### src/hdl/ss_pkg.sv
`timescale 1ns / 1ps

package ss_pkg;

    // Width of one element of the set.
    localparam int DATA_W = 32;

    // Default capacity of the element store.
    localparam int DEF_MAX_ELEMS = 64;

    // Controller states.
    typedef enum logic [3:0] {
        ST_LOAD,
        ST_PREP,
        ST_CHECK,
        ST_B_LD,
        ST_B_STEP,
        ST_B_END,
        ST_F_RD,
        ST_F_LD,
        ST_F_STEP,
        ST_F_END,
        ST_E_OUT
    } ctrl_state_t;

    // Commands from the controller to the datapath.
    typedef enum logic [3:0] {
        OP_IDLE,
        OP_LOAD,
        OP_INIT,
        OP_B_START,
        OP_B_LOAD,
        OP_B_STEP,
        OP_B_END,
        OP_F_START,
        OP_F_SKIP,
        OP_F_LOAD,
        OP_F_STEP,
        OP_F_END,
        OP_EMIT_START,
        OP_EMIT_NEXT,
        OP_EMIT_DONE
    } dp_op_t;

    // Status from the datapath to the controller.
    typedef struct packed {
        logic full;
        logic low_lt_high;
        logic j_m1_is_low;
        logic j_p1_is_high;
        logic emit_last;
    } dp_status_t;

endpackage

### src/hdl/ss_ctrl.sv
`timescale 1ns / 1ps

module ss_ctrl
(
    input  logic               clk,
    input  logic               rst_n,
    input  logic               in_valid,
    input  logic               in_last,
    output logic               in_ready,
    output logic               out_valid,
    input  logic               out_ready,
    input  ss_pkg::dp_status_t status,
    output ss_pkg::dp_op_t     op
);

    ss_pkg::ctrl_state_t state_reg;
    ss_pkg::ctrl_state_t state_next;

    always_ff @(posedge clk or negedge rst_n)
    begin
        if (!rst_n)
        begin
            state_reg <= ss_pkg::ST_LOAD;
        end
        else
        begin
            state_reg <= state_next;
        end
    end

    always_comb
    begin
        state_next = state_reg;
        case (state_reg)
            ss_pkg::ST_LOAD:
            begin
                if (in_valid && (status.full || in_last))
                begin
                    state_next = ss_pkg::ST_PREP;
                end
            end
            ss_pkg::ST_PREP:
            begin
                state_next = ss_pkg::ST_CHECK;
            end
            ss_pkg::ST_CHECK:
            begin
                state_next = status.low_lt_high ? ss_pkg::ST_B_LD : ss_pkg::ST_E_OUT;
            end
            ss_pkg::ST_B_LD:
            begin
                state_next = ss_pkg::ST_B_STEP;
            end
            ss_pkg::ST_B_STEP:
            begin
                if (status.j_m1_is_low)
                begin
                    state_next = ss_pkg::ST_B_END;
                end
            end
            ss_pkg::ST_B_END:
            begin
                state_next = ss_pkg::ST_F_RD;
            end
            ss_pkg::ST_F_RD:
            begin
                state_next = status.low_lt_high ? ss_pkg::ST_F_LD : ss_pkg::ST_CHECK;
            end
            ss_pkg::ST_F_LD:
            begin
                state_next = ss_pkg::ST_F_STEP;
            end
            ss_pkg::ST_F_STEP:
            begin
                if (status.j_p1_is_high)
                begin
                    state_next = ss_pkg::ST_F_END;
                end
            end
            ss_pkg::ST_F_END:
            begin
                state_next = ss_pkg::ST_CHECK;
            end
            ss_pkg::ST_E_OUT:
            begin
                if (out_ready && status.emit_last)
                begin
                    state_next = ss_pkg::ST_LOAD;
                end
            end
            default:
            begin
                state_next = ss_pkg::ST_LOAD;
            end
        endcase
    end

    always_comb
    begin
        in_ready  = 1'b0;
        out_valid = 1'b0;
        op        = ss_pkg::OP_IDLE;
        case (state_reg)
            ss_pkg::ST_LOAD:
            begin
                in_ready = 1'b1;
                if (in_valid && !status.full)
                begin
                    op = ss_pkg::OP_LOAD;
                end
            end
            ss_pkg::ST_PREP:
            begin
                op = ss_pkg::OP_INIT;
            end
            ss_pkg::ST_CHECK:
            begin
                op = status.low_lt_high ? ss_pkg::OP_B_START : ss_pkg::OP_EMIT_START;
            end
            ss_pkg::ST_B_LD:
            begin
                op = ss_pkg::OP_B_LOAD;
            end
            ss_pkg::ST_B_STEP:
            begin
                op = ss_pkg::OP_B_STEP;
            end
            ss_pkg::ST_B_END:
            begin
                op = ss_pkg::OP_B_END;
            end
            ss_pkg::ST_F_RD:
            begin
                op = status.low_lt_high ? ss_pkg::OP_F_START : ss_pkg::OP_F_SKIP;
            end
            ss_pkg::ST_F_LD:
            begin
                op = ss_pkg::OP_F_LOAD;
            end
            ss_pkg::ST_F_STEP:
            begin
                op = ss_pkg::OP_F_STEP;
            end
            ss_pkg::ST_F_END:
            begin
                op = ss_pkg::OP_F_END;
            end
            ss_pkg::ST_E_OUT:
            begin
                out_valid = 1'b1;
                if (out_ready)
                begin
                    op = status.emit_last ? ss_pkg::OP_EMIT_DONE : ss_pkg::OP_EMIT_NEXT;
                end
            end
            default:
            begin
                op = ss_pkg::OP_IDLE;
            end
        endcase
    end

endmodule

### src/hdl/ss_dpath.sv
`timescale 1ns / 1ps

module ss_dpath
#(
    parameter int MAX_ELEMS = ss_pkg::DEF_MAX_ELEMS
)
(
    input  logic                             clk,
    input  logic                             rst_n,
    input  ss_pkg::dp_op_t                   op,
    input  logic signed [ss_pkg::DATA_W-1:0] in_value,
    output logic signed [ss_pkg::DATA_W-1:0] out_value,
    output logic                             out_final,
    output ss_pkg::dp_status_t               status
);

    localparam int DW = ss_pkg::DATA_W;
    localparam int AW = $clog2(MAX_ELEMS);
    localparam int CW = $clog2(MAX_ELEMS + 1);

    logic signed [DW-1:0] mem [MAX_ELEMS];
    logic signed [DW-1:0] rdata_reg;
    logic signed [DW-1:0] carry_reg;
    logic signed [DW-1:0] carry_next;

    logic [CW-1:0] count_reg, count_next;
    logic [AW-1:0] low_reg, low_next;
    logic [AW-1:0] high_reg, high_next;
    logic [AW-1:0] last_reg, last_next;
    logic [AW-1:0] j_reg, j_next;

    logic          wr_en;
    logic [AW-1:0] wr_addr;
    logic [DW-1:0] wr_data;
    logic          rd_en;
    logic [AW-1:0] rd_addr;

    logic [CW-1:0] count_m1;
    logic [AW-1:0] j_m1, j_m2, j_p1, j_p2;
    logic          swap_b, swap_f;

    assign count_m1 = count_reg - CW'(1);
    assign j_m1     = j_reg - AW'(1);
    assign j_m2     = j_reg - AW'(2);
    assign j_p1     = j_reg + AW'(1);
    assign j_p2     = j_reg + AW'(2);

    // The carried element is the one bubbling toward the current bound.
    assign swap_b = carry_reg < rdata_reg;
    assign swap_f = rdata_reg < carry_reg;

    assign status.full         = (count_reg == CW'(MAX_ELEMS));
    assign status.low_lt_high  = (low_reg < high_reg);
    assign status.j_m1_is_low  = (j_m1 == low_reg);
    assign status.j_p1_is_high = (j_p1 == high_reg);
    assign status.emit_last    = (CW'(j_reg) == count_m1);

    assign out_value = rdata_reg;
    assign out_final = status.emit_last;

    always_comb
    begin
        count_next = count_reg;
        low_next   = low_reg;
        high_next  = high_reg;
        last_next  = last_reg;
        j_next     = j_reg;
        carry_next = carry_reg;
        wr_en      = 1'b0;
        wr_addr    = j_reg;
        wr_data    = carry_reg;
        rd_en      = 1'b0;
        rd_addr    = j_reg;
        case (op)
            ss_pkg::OP_LOAD:
            begin
                wr_en      = 1'b1;
                wr_addr    = count_reg[AW-1:0];
                wr_data    = in_value;
                count_next = count_reg + CW'(1);
            end
            ss_pkg::OP_INIT:
            begin
                low_next  = '0;
                high_next = count_m1[AW-1:0];
                last_next = '0;
            end
            ss_pkg::OP_B_START:
            begin
                j_next  = high_reg;
                rd_en   = 1'b1;
                rd_addr = high_reg;
            end
            ss_pkg::OP_B_LOAD:
            begin
                carry_next = rdata_reg;
                rd_en      = 1'b1;
                rd_addr    = j_m1;
            end
            ss_pkg::OP_B_STEP:
            begin
                wr_en      = 1'b1;
                wr_data    = swap_b ? rdata_reg : carry_reg;
                carry_next = swap_b ? carry_reg : rdata_reg;
                if (swap_b)
                begin
                    last_next = j_reg;
                end
                j_next  = j_m1;
                rd_en   = !status.j_m1_is_low;
                rd_addr = j_m2;
            end
            ss_pkg::OP_B_END:
            begin
                wr_en    = 1'b1;
                low_next = last_reg;
            end
            ss_pkg::OP_F_START:
            begin
                j_next  = low_reg;
                rd_en   = 1'b1;
                rd_addr = low_reg;
            end
            ss_pkg::OP_F_SKIP:
            begin
                high_next = last_reg;
            end
            ss_pkg::OP_F_LOAD:
            begin
                carry_next = rdata_reg;
                rd_en      = 1'b1;
                rd_addr    = j_p1;
            end
            ss_pkg::OP_F_STEP:
            begin
                wr_en      = 1'b1;
                wr_data    = swap_f ? rdata_reg : carry_reg;
                carry_next = swap_f ? carry_reg : rdata_reg;
                if (swap_f)
                begin
                    last_next = j_reg;
                end
                j_next  = j_p1;
                rd_en   = !status.j_p1_is_high;
                rd_addr = j_p2;
            end
            ss_pkg::OP_F_END:
            begin
                wr_en     = 1'b1;
                high_next = last_reg;
            end
            ss_pkg::OP_EMIT_START:
            begin
                j_next  = '0;
                rd_en   = 1'b1;
                rd_addr = '0;
            end
            ss_pkg::OP_EMIT_NEXT:
            begin
                j_next  = j_p1;
                rd_en   = 1'b1;
                rd_addr = j_p1;
            end
            ss_pkg::OP_EMIT_DONE:
            begin
                count_next = '0;
            end
            default:
            begin
                wr_en = 1'b0;
            end
        endcase
    end

    always_ff @(posedge clk)
    begin
        if (wr_en)
        begin
            mem[wr_addr] <= wr_data;
        end
        if (rd_en)
        begin
            rdata_reg <= mem[rd_addr];
        end
        carry_reg <= carry_next;
    end

    always_ff @(posedge clk or negedge rst_n)
    begin
        if (!rst_n)
        begin
            count_reg <= '0;
            low_reg   <= '0;
            high_reg  <= '0;
            last_reg  <= '0;
            j_reg     <= '0;
        end
        else
        begin
            count_reg <= count_next;
            low_reg   <= low_next;
            high_reg  <= high_next;
            last_reg  <= last_next;
            j_reg     <= j_next;
        end
    end

endmodule

### src/hdl/shaker_sort.sv
`timescale 1ns / 1ps

// Channel   Dir  tdata                       tlast
// s_axis    in   [31:0] item_value (signed)  is_last
// m_axis    out  [31:0] sorted_value (signed) final_flag
//
// Loading takes one transfer per cycle. A closed set of n elements is sorted by
// alternating bubble passes; each pass has two read-ahead steps, then one
// compare-and-write per step beside the next read, then one closing write. The
// sorted set drains at one transfer per cycle while the receiver is ready. Reset
// clears the state, counters and bounds but not the store. An output stall
// holds the current result; no input is taken until the sorted set has drained.
module shaker_sort
#(
    parameter int MAX_ELEMS = ss_pkg::DEF_MAX_ELEMS
)
(
    input  logic                      clk,
    input  logic                      rst_n,
    // Input stream.
    input  logic                      s_tvalid,
    output logic                      s_tready,
    input  logic [ss_pkg::DATA_W-1:0] s_tdata,   // [31:0] item_value
    input  logic                      s_tlast,   // is_last
    // Output stream.
    output logic                      m_tvalid,
    input  logic                      m_tready,
    output logic [ss_pkg::DATA_W-1:0] m_tdata,   // [31:0] sorted_value
    output logic                      m_tlast    // final_flag
);

    ss_pkg::dp_op_t     op;
    ss_pkg::dp_status_t status;

    logic signed [ss_pkg::DATA_W-1:0] out_value;

    // The controller sequences loading, the sort passes and the drain.
    ss_ctrl u_ctrl
    (
        .clk       (clk),
        .rst_n     (rst_n),
        .in_valid  (s_tvalid),
        .in_last   (s_tlast),
        .in_ready  (s_tready),
        .out_valid (m_tvalid),
        .out_ready (m_tready),
        .status    (status),
        .op        (op)
    );

    // The datapath holds the store, the bounds and the compare-and-swap unit.
    ss_dpath
    #(
        .MAX_ELEMS (MAX_ELEMS)
    )
    u_dpath
    (
        .clk       (clk),
        .rst_n     (rst_n),
        .op        (op),
        .in_value  ($signed(s_tdata)),
        .out_value (out_value),
        .out_final (m_tlast),
        .status    (status)
    );

    assign m_tdata = $unsigned(out_value);

endmodule

### config.mk
export PLATFORM = sky130hd
export DESIGN_NAME = shaker_sort
export DESIGN_NICKNAME = d
export VERILOG_FILES = /design/src/hdl/ss_pkg.sv /design/src/hdl/ss_ctrl.sv /design/src/hdl/ss_dpath.sv /design/src/hdl/shaker_sort.sv
export SDC_FILE = /design/constraint.sdc
export NUM_CORES = 2
export LEC_CHECK = 0
export ABC_AREA = 1
export ABC_CLOCK_PERIOD_IN_PS = 3930
export BUFFER_PORTS_ARGS = -buffer_cell sky130_fd_sc_hd__buf_4
export CORE_MARGIN = 5
export CORE_UTILIZATION = 25
export CTS_CLUSTER_DIAMETER = 80
export DETAILED_ROUTE_END_ITERATION = 16
export SYNTH_ARGS = -nofsm -noshare
export SYNTH_HDL_FRONTEND = slang
export SYNTH_SLANG_ARGS = --single-unit
export TNS_END_PERCENT = 10
### constraint.sdc
create_clock -name clk -period 3.93 [get_ports clk]
set_input_delay 0.786 -clock clk [delete_from_list [all_inputs] [get_ports clk]]
set_output_delay 0.786 -clock clk [all_outputs]
set_load 0.005 [all_outputs]
==> results.ini <==
[status]
status=finished clean

[floorplanning]
fp.coreArea_mm2=0.382
start_util_pct=25.1
num_io_pins=72
die_area_mm2=0.396
die_h_um=629
fp.dieW_um=629
rows=227

[final_layout]
largest_register_ff_count=2048
stdcell_count=14500
utilization_pct=30.8
fin_nets=9342
final_common_cell=edfxtp_1
design_area_mm2=0.118
drive_gt1_share_pct=13.4
fill_cells=38300
most-common-layout-cells=2,112 x edfxtp_1, 1,967 x nand3_1, 1,897 x nand2_1
area_delta_synth_final_pct=22.6

[sta]
relSlewSlack_pct=33.4
slew_viol_final=0
finalSetupTns_ns=0
fmax_mhz=264
tightestPinTransition_ns=0.997
hold_slack_ns=0.296
fin_crit_sh_pct=96.3
period_needed_ns=3.79
hold_violations=0
finClkSkew_ns=0.0612
setup_viol=0

[worst_setup_path]
worstPathArrival_ns=4.41
start_kind=flip-flop
slowest_delay_ns=0.37
cp_common_cell=nand3_1
cp_slowest_cell=dfrtp_1
cp.required_ns=4.55
r2r_end=u_dpath.out_value[10]
endpoint_kind=flip-flop
reg2reg_from=u_dpath.count_reg[1]
path_class=reg -> reg
cp_max_fo=15
rrSetupSlack_ns=0.14
crit_path_cell_trace=inv_1 > ha_2 > xnor2_1 > nor2_1 > nand3_1 > nor2_1 > nand2_2 > a21oi_4 > nand4_1 > buf_6 > nand2_8 > inv_8 > buf_4 > buf_4 > nand2_1 > nand2_1 > nand2_1 > nand3_1 > nand3_1 > nand3_1 > nand3_1 > nand2_1
reg2reg_depth=22

[pwr]
leakage_nw=44.7
ir_drop_uv=630
power_density_mw_per_mm2=540

[global_route]
grt_start_max_net_pins=101
grt_pass1_vias=63700
grt_overflow=0
antenna_found_initial=10
grt_usage_pct=14.2
grt_first_pass_wirelength_um=433000

[placed_design]
routabilityCongestion=0.876
dp_hpwl_um=182000
dp_cells=14000
dpl_cell_area_mm2=0.109
portBuffers=71

[synthesis]
synth_cells=8781
yosysTopAreaCell=edfxtp_1
synth_top_area_share_pct=66.2
yosysUniqueCellTypes=47
ys_ff_latch=2147
ys.flop_type=edfxtp_1
ys_warn_count=0
syn_area_mm2=0.0958
synth_edf_count=2112
synth_area_per_cell_um2=10.9
synth-async-reset-ratio_pct=1.63
yosysSeqAreaShare_pct=67.1
synth_nets=8863
yosys-top-cells-area=edfxtp_1 66%, nand3_1 10%, nand2_1 7.4%, nand3b_1 6.0%, inv_1 4.0%

[clock_network]
clk_latency_ns=0.90
numCtsBuffers=219
cts_root_buffer=clkbuf_16
clockBufferDepth=4
cts.sinks=2147
cts_max_level=4
clk_pin_slew_ns=0.06
cts_tree=done

[hold_path]
hold_path_end=u_ctrl.state_reg[1]
hold_start=m_tready
hp-class=in -> reg
whs_path_depth=4

[detailed_routing]
num_vias=68800
antenna_left=0
drc=0
dr.pass1.iters=6
viasPerCell=4.76
post_drt_wl_per_cell_um=20.8
routed_wl_um=301000
drt_iter0_drc=8123

[run]
cap_violations=0

-- kinds of logic (layout without fill, tap and decap cells) --
logic type / after synthesis / after routing / synth area share, %
DFF: 2147 / 2147 / 67.1
and+or+nand+nor: 4871 / 4873 / 24.9
adders and majority gates: 45 / 45 / 0.595
buffers and inverters: 1601 / 2241 / 6.61
other: 0 / 4 / 0
AOI/OAI and AO/OA: 103 / 103 / 0.670
xor gates and xnor gates: 14 / 14 / 0.128
-- cell type report --
| cell class | instances | area, um^2 | share of cell area, % |
|---|---|---|---|
| Antenna cell | 4 | 10.0 | 0.00852 |
| Clock inverter | 105 | 858 | 0.730 |
| Timing Repair Buffer | 827 | 10300 | 8.79 |
| Multi-Input combinational cell | 5035 | 26100 | 22.2 |
| Tap cell | 5038 | 6300 | 5.36 |
| Clock buffer | 279 | 5750 | 4.89 |
| Sequential cell | 2147 | 64300 | 54.7 |
| Inverter | 1030 | 3890 | 3.31 |
-- cells in the mapped netlist, types with 2 or more instances --
cell,count
a211oi_1,5
a21oi_1,35
a221oi_1,3
buf_1,46
buf_2,231
buf_4,8
clkbuf_1,285
clkinv_1,3
dfrtp_1,35
edfxtp_1,2112
ha_1,44
inv_1,1020
inv_2,7
nand2_1,1900
nand2_2,3
nand3_1,2006
nand3b_1,760
nand4_1,56
nor2_1,123
nor2_2,7
nor3_1,8
nor4_1,2
o2111ai_1,2
o211ai_1,3
o21ai_0,21
o221ai_1,11
o22ai_1,11
o31ai_1,2
or2_2,2
xnor2_1,3
xor2_1,11
-- through the flow --
stage / power (mW) / setup WS (ns)
floorplan: 34.5 / 0.00511
global placement: 42.9 / -0.125
detailed placement: 42.9 / -0.158
CTS: 62.6 / 0.00396
global route: 65.9 / -0.0149
finish: 63.4 / 0.143
-- layer usage --
metal | wire length [um] | GRT usage [%]
met1 | 129000 | 20.2
met2 | 139000 | 22.6
met3 | 26300 | 2.14
met4 | 7750 | 3.99
met5 | 13 | 0
-- critical path, delay by kind of cell, from the launching register on --
kind                       cells  cell delay [ns]
xor gates and xnor gates       1             0.13
buffers and inverters          5             0.81
AOI/OAI and AO/OA              1             0.22
adders and majority gates      1             0.28
DFF                            1             0.37
and+or+nand+nor               14             1.71
-- what timing repair did --
action | 4_1_cts | 5_1_grt
setup buffers | 0 | 39
endpoints found under the hold margin | 35 | 0
pin swaps | 1 | 8
gates resized for setup | 8 | 110
hold buffers | 1 | 0
setup endpoints to repair | 16 | 1901
cloned | 0 | 22
-- worst max-delay path by stage --
stage | start | to | slack (ns)
2_1_floorplan | u_dpath.out_value[31] | u_dpath.mem[0][10] | 0.005
3_3_place_gp | u_dpath.high_reg[4] | u_dpath.out_value[23] | -0.13
3_5_place_dp | u_dpath.high_reg[4] | u_dpath.out_value[23] | -0.16
4_1_cts | u_dpath.high_reg[4] | u_dpath.out_value[23] | 0.004
5_1_grt | u_dpath.high_reg[1] | u_dpath.out_value[16] | -0.01
6_report | u_dpath.count_reg[1] | u_dpath.out_value[10] | 0.14
-- power by group --
part | switching, mW | total [mW] | internal [mW]
clock network | 8.79 | 19.8 | 11.0
logic | 11.5 | 18.0 | 6.49
registers | 0.476 | 25.7 | 25.2
total | 20.7 | 63.4 | 42.6
No activity file was read; power rests on OpenSTA's default activity.
